<file path="config.mk">
export PLATFORM = sky130hd
export DESIGN_NAME = cpd_peak
export DESIGN_NICKNAME = d
export VERILOG_FILES = /design/src/design/cpd_pkg.sv /design/src/design/cpd_peak.sv
export SDC_FILE = /design/constraint.sdc
export NUM_CORES = 2
export LEC_CHECK = 0
export ABC_AREA = 1
export BUFFER_PORTS_ARGS = -buffer_cell sky130_fd_sc_hd__buf_2
export CORE_ASPECT_RATIO = 1.4
export CORE_UTILIZATION = 30
export DETAILED_ROUTE_END_ITERATION = 7
export GPL_ROUTABILITY_DRIVEN = 0
export PLACE_DENSITY_LB_ADDON = 0.05
export SYNTH_ARGS = -nofsm -noshare
export SYNTH_HDL_FRONTEND = slang
export SYNTH_SLANG_ARGS = --single-unit
</file>
<file path="constraint.sdc">
create_clock -name clk_i -period 6.3 [get_ports clk_i]
set_clock_uncertainty 0.1 [all_clocks]
set_input_delay 0.315 -clock clk_i [delete_from_list [all_inputs] [get_ports clk_i]]
set_output_delay 0.315 -clock clk_i [all_outputs]
set_load 0.005 [all_outputs]
</file>
<file path="src/design/cpd_pkg.sv">
// ----------------------------------------------------------------------------
// cpd_pkg
// shared constants, types and helpers of the cyclic prefix peak detector
// ----------------------------------------------------------------------------
package cpd_pkg;

  localparam int unsigned MAX_SYMBOL_LENGTH  = 1024;
  localparam int unsigned MAX_PREFIX_LENGTH  = 64;
  localparam int unsigned SAMPLE_STORE_DEPTH = 2048;
  localparam int unsigned SAMPLE_BITS        = 12;

  // register widths
  localparam int unsigned SYM_W   = 11;
  localparam int unsigned PFX_W   = 7;
  localparam int unsigned POWER_W = 57;
  localparam int unsigned POS_W   = 32;
  localparam int unsigned CFG_W   = 57;

  // datapath widths
  localparam int unsigned STORE_AW = $clog2(SAMPLE_STORE_DEPTH);
  localparam int unsigned DELAY_AW = $clog2(MAX_PREFIX_LENGTH);
  localparam int unsigned PROD_W   = 2 * SAMPLE_BITS;
  localparam int unsigned SUM_W    = PROD_W + DELAY_AW;
  localparam int unsigned SQ_W     = 2 * SUM_W;

  // largest magnitude whose square still fits the power field
  localparam logic [SUM_W-1:0] SQRT_POWER_LIMIT = SUM_W'(379625062);

  // symbol length cap: lesser of the max length and one less than the store depth
  localparam int unsigned SYM_CAP = (MAX_SYMBOL_LENGTH < SAMPLE_STORE_DEPTH - 1) ?
                                    MAX_SYMBOL_LENGTH : SAMPLE_STORE_DEPTH - 1;

  typedef enum logic [1:0] {
    CFG_SYMBOL_LENGTH = 2'd0,
    CFG_PREFIX_LENGTH = 2'd1,
    CFG_UPPER_THRESH  = 2'd2,
    CFG_LOWER_THRESH  = 2'd3
  } cfg_idx_e;

  // per-stage strobes from the sequencer
  typedef struct packed {
    logic acc;
    logic mul;
    logic sum;
    logic sqr;
    logic dec;
    logic clr;
  } stage_t;

  function automatic logic [SYM_W-1:0] eff_symbol(input logic [SYM_W-1:0] n);
    logic [SYM_W-1:0] r;
    r = n;
    if (r == '0) r = SYM_W'(1);
    if (r > SYM_W'(SYM_CAP)) r = SYM_W'(SYM_CAP);
    return r;
  endfunction

  function automatic logic [PFX_W-1:0] eff_prefix(input logic [PFX_W-1:0] l);
    logic [PFX_W-1:0] r;
    r = l;
    if (r == '0) r = PFX_W'(1);
    if (r > PFX_W'(MAX_PREFIX_LENGTH)) r = PFX_W'(MAX_PREFIX_LENGTH);
    return r;
  endfunction

endpackage

</file>
<file path="src/design/cpd_peak.sv">
// ----------------------------------------------------------------------------
// cpd_peak
// squares the correlation and tracks the peak between the two thresholds
// ----------------------------------------------------------------------------
module cpd_peak (
  input  logic                              clk_i,
  input  logic                              rst_ni,
  input  cpd_pkg::stage_t                   stage_i,
  input  logic signed [cpd_pkg::SUM_W-1:0]  sum_i,
  input  logic [cpd_pkg::POS_W-1:0]         pos_i,
  input  logic [cpd_pkg::PFX_W-1:0]         pfx_len_i,
  input  logic [cpd_pkg::POWER_W-1:0]       upper_i,
  input  logic [cpd_pkg::POWER_W-1:0]       lower_i,
  output logic                              fire_o,
  output logic [cpd_pkg::POS_W-1:0]         start_o,
  output logic [cpd_pkg::POWER_W-1:0]       power_o
);

  logic [cpd_pkg::SUM_W-1:0]   mag;
  logic [cpd_pkg::SQ_W-1:0]    sq;
  logic [cpd_pkg::POWER_W-1:0] power_q, power_d;
  logic                        armed_q, armed_d;
  logic [cpd_pkg::POWER_W-1:0] best_q, best_d;
  logic [cpd_pkg::POS_W-1:0]   bpos_q, bpos_d;
  logic                        hit_up, upd, armed_n;
  logic [cpd_pkg::POWER_W-1:0] best_n;
  logic [cpd_pkg::POS_W-1:0]   bpos_n;

  assign mag = sum_i[cpd_pkg::SUM_W-1] ? cpd_pkg::SUM_W'(-sum_i) : cpd_pkg::SUM_W'(sum_i);
  assign sq  = mag * mag;

  assign power_d = !stage_i.sqr ? power_q :
                   (mag > cpd_pkg::SQRT_POWER_LIMIT) ? '1 : sq[cpd_pkg::POWER_W-1:0];

  // decision on the registered power
  assign hit_up  = (power_q >= upper_i);
  assign armed_n = armed_q | hit_up;
  assign upd     = hit_up && (best_q <= power_q);
  assign best_n  = upd ? power_q : best_q;
  assign bpos_n  = upd ? pos_i : bpos_q;
  assign fire_o  = armed_n && (power_q < lower_i);
  assign start_o = bpos_n + cpd_pkg::POS_W'(pfx_len_i);
  assign power_o = best_n;

  always_comb begin
    armed_d = armed_q;
    best_d  = best_q;
    bpos_d  = bpos_q;
    if (stage_i.dec) begin
      if (fire_o) begin
        armed_d = 1'b0;
        best_d  = '0;
        bpos_d  = '0;
      end else begin
        armed_d = armed_n;
        best_d  = best_n;
        bpos_d  = bpos_n;
      end
    end
  end

  always_ff @(posedge clk_i or negedge rst_ni) begin
    if (!rst_ni) begin
      armed_q <= 1'b0;
      best_q  <= '0;
      bpos_q  <= '0;
    end else begin
      armed_q <= armed_d;
      best_q  <= best_d;
      bpos_q  <= bpos_d;
    end
  end

  always_ff @(posedge clk_i) begin
    power_q <= power_d;
  end

endmodule

</file>
Word-level counts from Yosys, hierarchy flattened:

Index checks and enable logic that the tools add are counted.

* register bits after elaboration: 147
* input port bits: 191
* output and inout port bits: 90
* logic and storage cells: 20

* add/sub/neg operators: 2
* multiply operators: 1
* order comparisons: 4
* multiplexer cells: 6
* bitwise logic cells: 1
* reductions and logical operators: 2

Operator list (number)
* $mux 57: 2
* $mux 32: 2
* $ge 57x57->1: 1
* $le 57x57->1: 1
* $lt 57x57->1: 1
* $mul 30x30->57: 1
* $add 32x7->32: 1
* $gt 30x29->1 const B: 1
* $mux 30: 1
* $neg 30->30: 1
* $logic_and 1x1->1: 2
* $mux 1: 1
* $or 1x1->1: 1

Longest topological paths before layout:

* depth in word-level cells: 4
* gate-level depth with buffers: 46
* depth with buffers taken out: 44

Least setup slack after synthesis:

No wires, ideal clock.

* path kind: in2reg
* start: in sum_i[0] in the netlist's numbering
* end: reg power_q[54] in the netlist's numbering, data pin
* library setup time: 0.254 ns
* arrival: 8.030 ns
* data required time: 5.946 ns
* setup slack: -2.085 ns
* cell stages on the path: 41
* path buffers: 2
* cell sequence: inv_4 > buf_2 > ha_1 > inv_1 > nor3_2 > inv_2 > nor2_4 > nand2_2 > nand2_2 > o21ai_1 > xor2_2 > inv_2 > clkbuf_1 > nor2_1 > inv_1 > fa_1 > inv_1 > ha_1 > [5 not listed] > fa_1 > fa_1 > inv_1 > fa_1 > inv_1 > ha_1 > nand2_1 > nor2_1 > inv_1 > nor4_1 > nand3_1 > nand3_1 > nand3_1 > o211ai_1 > a21oi_1 > xor2_1 > inv_1 > nand2_2

* longest elaborated chain between the ends: 3
* elaborated cells between the ends (all ways): 4
* those cells by class: add/sub: 1; mul: 1; order compare: 1; mux: 1

Ends and longest elaborated chain
* start: declaration: RTL line cpd_peak.sv:9 `input logic signed [cpd_pkg::SUM_W-1:0] sum_i,`
* $neg 30->30: RTL line cpd_peak.sv:29 `assign mag = sum_i[cpd_pkg::SUM_W-1] ? cpd_pkg::SUM_W'(-sum_i) : cpd_pkg::SUM_W'(sum_i);`
* $mux 30 *: RTL line cpd_peak.sv:29
* $mul 30x30->57 or $gt 30x29->1 (tied branches): RTL line cpd_peak.sv:30, cpd_peak.sv:33
* end signal: assignment: RTL line cpd_peak.sv:75 `power_q <= power_d;`
* end: declaration: RTL line cpd_peak.sv:21 `logic [cpd_pkg::POWER_W-1:0] power_q, power_d;`

Mark *: on every way between the ends. The rest lies on a longest branch, timed or not.
A chain may end at the register's enable or synchronous reset.

Final worst setup path:

* start: in sum_i[0] in the netlist's numbering
* end: reg power_q[53] in the netlist's numbering, data pin

The elaborated chain is that of the path after synthesis.

==> impl_metrics.env <==
export IMPL_synthArstFlopShare=0.612
export IMPL_netlist_area_mm2=0.0387
export IMPL_grtUsageTotal=0.226
export IMPL_synth_top_cell_by_area="fa_1"
export IMPL_coreArea_mm2=0.128
export IMPL_grt_antenna_before_repair=1
export IMPL_avgSynthCellArea_um2=7.91
export IMPL_worstPathRequired_ps=6450
export IMPL_num_rows=155
export IMPL_slowest_stage="fa_1"
export IMPL_ys_flop_type="dfrtp_1"
export IMPL_grt_pass1_wl_mm=220
export IMPL_dieArea_mm2=0.130
export IMPL_syn_to_final_growth_pct=33.7
export IMPL_setup_viol=46
export IMPL_maxSlewViolCount=0
export IMPL_period_minus_slack_ps=7910
export IMPL_drc=0
export IMPL_worst_path_max_fanout=5
export IMPL_clock_latency_ps=510
export IMPL_cts_buffer_depth=3
export IMPL_grt_max_degree=95
export IMPL_wl_per_cell_um=19.4
export IMPL_dp_slack_ps=-2840
export IMPL_nFillCells=13300
export IMPL_synthXorXnorAreaFrac=0.0201
export IMPL_rsz0062_at_grt="yes"
export IMPL_path_common_cell="fa_1"
export IMPL_fin_cells=7498
export IMPL_drt_iter0_drc=1475
export IMPL_io_pins=281
export IMPL_multi_input_area_mm2=0.0316
export IMPL_layout_drive_gt1_share=0.274
export IMPL_post_place_cells=7377
export IMPL_ant_nets=0
export IMPL_fin_ws_ps=-1610
export IMPL_synth_distinct_cells=52
export IMPL_synth_mux_area_frac=0
export IMPL_grt_pass1_vias=36200
export IMPL_outcome="complete, but fails checks"
export IMPL_yosys_top_cells_count="1398 x inv_1, 752 x nand2_1, 704 x fa_1, 463 x nor2_1, 408 x ha_1"
export IMPL_synth_warnings=0
export IMPL_arrival_ps=8070
export IMPL_numCtsBuffers=25
export IMPL_synth_seq_cells=147
export IMPL_cts_sinks=147
export IMPL_endpoint_kind="flop"
export IMPL_critPathLaunchType="primary input"
export IMPL_failed_checks="negative setup slack"
export IMPL_vias=33400
export IMPL_h_tree_depth=4
export IMPL_yosysTopAreaCellShare=0.364
export IMPL_yosys_area_share_simple=0.166
export IMPL_tightest_slew_ps=894
export IMPL_dieHeight_um=427
export IMPL_gr_total_overflow=0
export IMPL_hold_class="in2reg"
export IMPL_timing_fmax_mhz=126
export IMPL_syn_instance_count=4895
export IMPL_synth_compound_area_frac=0.0624
export IMPL_cts_tree="done"
export IMPL_regArea_mm2=0.00396
export IMPL_synth_adder_area_share=0.496
export IMPL_max_cap_violations=0
export IMPL_totalWireLength_mm=145
export IMPL_layout_nets=7146
export IMPL_io_buffer_count=276
export IMPL_die_width_um=306
export IMPL_fin_hold_ws_ps=154
export IMPL_crit_type="in2reg"
export IMPL_synth_edf_count=57
export IMPL_drt_pass1_iter_count=5
export IMPL_hold_violations=0
export IMPL_synth_top_family_by_area="adder cells"
export IMPL_period_share=1.26
export IMPL_ys_seq_area_frac=0.102
export IMPL_synth_area_leaders="fa_1 36%, inv_1 14%, ha_1 13%"
export IMPL_hpwlAfterDp_mm=126
export IMPL_slew_headroom=0.404
export IMPL_clockRootBuffer="clkbuf_16"
export IMPL_yosysMostFrequentCell="inv_1"
export IMPL_clk_pin_slew_ps=60
export IMPL_cp_slowest_stage_delay_ps=540
export IMPL_vias_per_cell=4.46
export IMPL_start_util=0.303
==> area by class of cell <==
class                      count  share of cell area
timing repair inverter         1            0.000218
timing repair buffer        1030               0.155
inverter                    1420               0.105
multi-input combinational   3218               0.610
sequential                   147              0.0766
clock inverter                 3            0.000266
tap                         1648              0.0399
clock buffer                  29              0.0128
antenna                        2           0.0000967
==> worst paths after layout <==
check                       startpoint           to  slack (ps)  depth (start not counted)
setup / recovery              sum_i[0]  power_q[53]       -1610                         42
hold / removal                pos_i[2]    bpos_q[2]         150                          5
setup reg to reg           power_q[12]   best_q[19]        1410                         17
hold reg to reg             bpos_q[30]   bpos_q[30]         440                          2
max in group asynchronous       rst_ni    bpos_q[8]        4630                          3
min in group asynchronous       rst_ni   best_q[12]         290                          2
==> per-stage QoR <==
stage / util / TNS, ps / area, µm²
finish: 0.405 / -56620 / 51700
global route: 0.405 / -69340 / 51700
CTS: 0.396 / -54250 / 50700
detailed placement: 0.373 / -103640 / 47700
global placement: 0.373 / -105240 / 47700
floorplan: - / -52610 / 39400
==> registers in the layout (all words and copies together) (netlist names) <==
register  flops
best_q       57
power_q      57
bpos_q       32
armed_q       1
==> repair_timing <==
| action | CTS | global route |
|---|---|---|
| endpoints found under the setup margin | 48 | 52 |
| hold buffers | 1 | 0 |
| buffers inserted | 51 | 39 |
| cloned | 3 | 1 |
| gates resized for setup | 451 | 204 |
| pin swaps | 165 | 79 |
| endpoints found under the hold margin | 47 | 0 |
==> cell families after synthesis <==
| family | count (synthesis) |
|---|---|
| fa+ha+maj | 1112 |
| flops | 147 |
| compound gates | 447 |
| simple gates | 1548 |
| xor+xnor | 88 |
| other cells | 2 |
| buf+inv | 1551 |
==> critical path: cells and delay by family <==
family / cells / cell delay [ps]
XOR/XNOR: 2 / 390
AND/OR/NAND/NOR: 13 / 1530
adder cells (fa/ha/maj): 10 / 4410
buffers and inverters: 14 / 1030
AO/OA/AOI/OAI: 3 / 350
==> per-layer routing <==
metal	wire [µm]	up-vias	GRT usage
li1	-	16400	-
met1	59200	16400	0.264
met2	79000	527	0.443
met3	3030	130	0.0114
met4	3930	0	0.0564
met5	0	-	0
==> cell usage in the layout (no fill, tap or decap), types with 8 or more instances in the layout <==
cell and instances:
a21o_1 15, a21oi_1 109, a21oi_2 23, a21oi_4 13, a31oi_1 9, buf_12 50
buf_2 272, buf_4 632, buf_6 65, clkbuf_16 25, conb_1 23, dfrtp_1 90
edfxtp_1 57, fa_1 652, fa_2 52, ha_1 355, ha_4 53, inv_1 1329
inv_2 71, nand2_1 681, nand2_2 68, nand2_4 29, nand3_1 188, nand3_2 8
nand3b_1 21, nand4_1 31, nor2_1 354, nor2_2 57, nor2_4 59, nor3_1 11
o21ai_0 185, o21ai_1 15, o21ai_2 16, o21ai_4 9, o21bai_1 10, xnor2_1 21
xor2_1 50, xor2_2 9
Power is left out: the tool's default activity adds up to more than one toggle a clock period on the data nets, which glitch-free logic cannot reach.
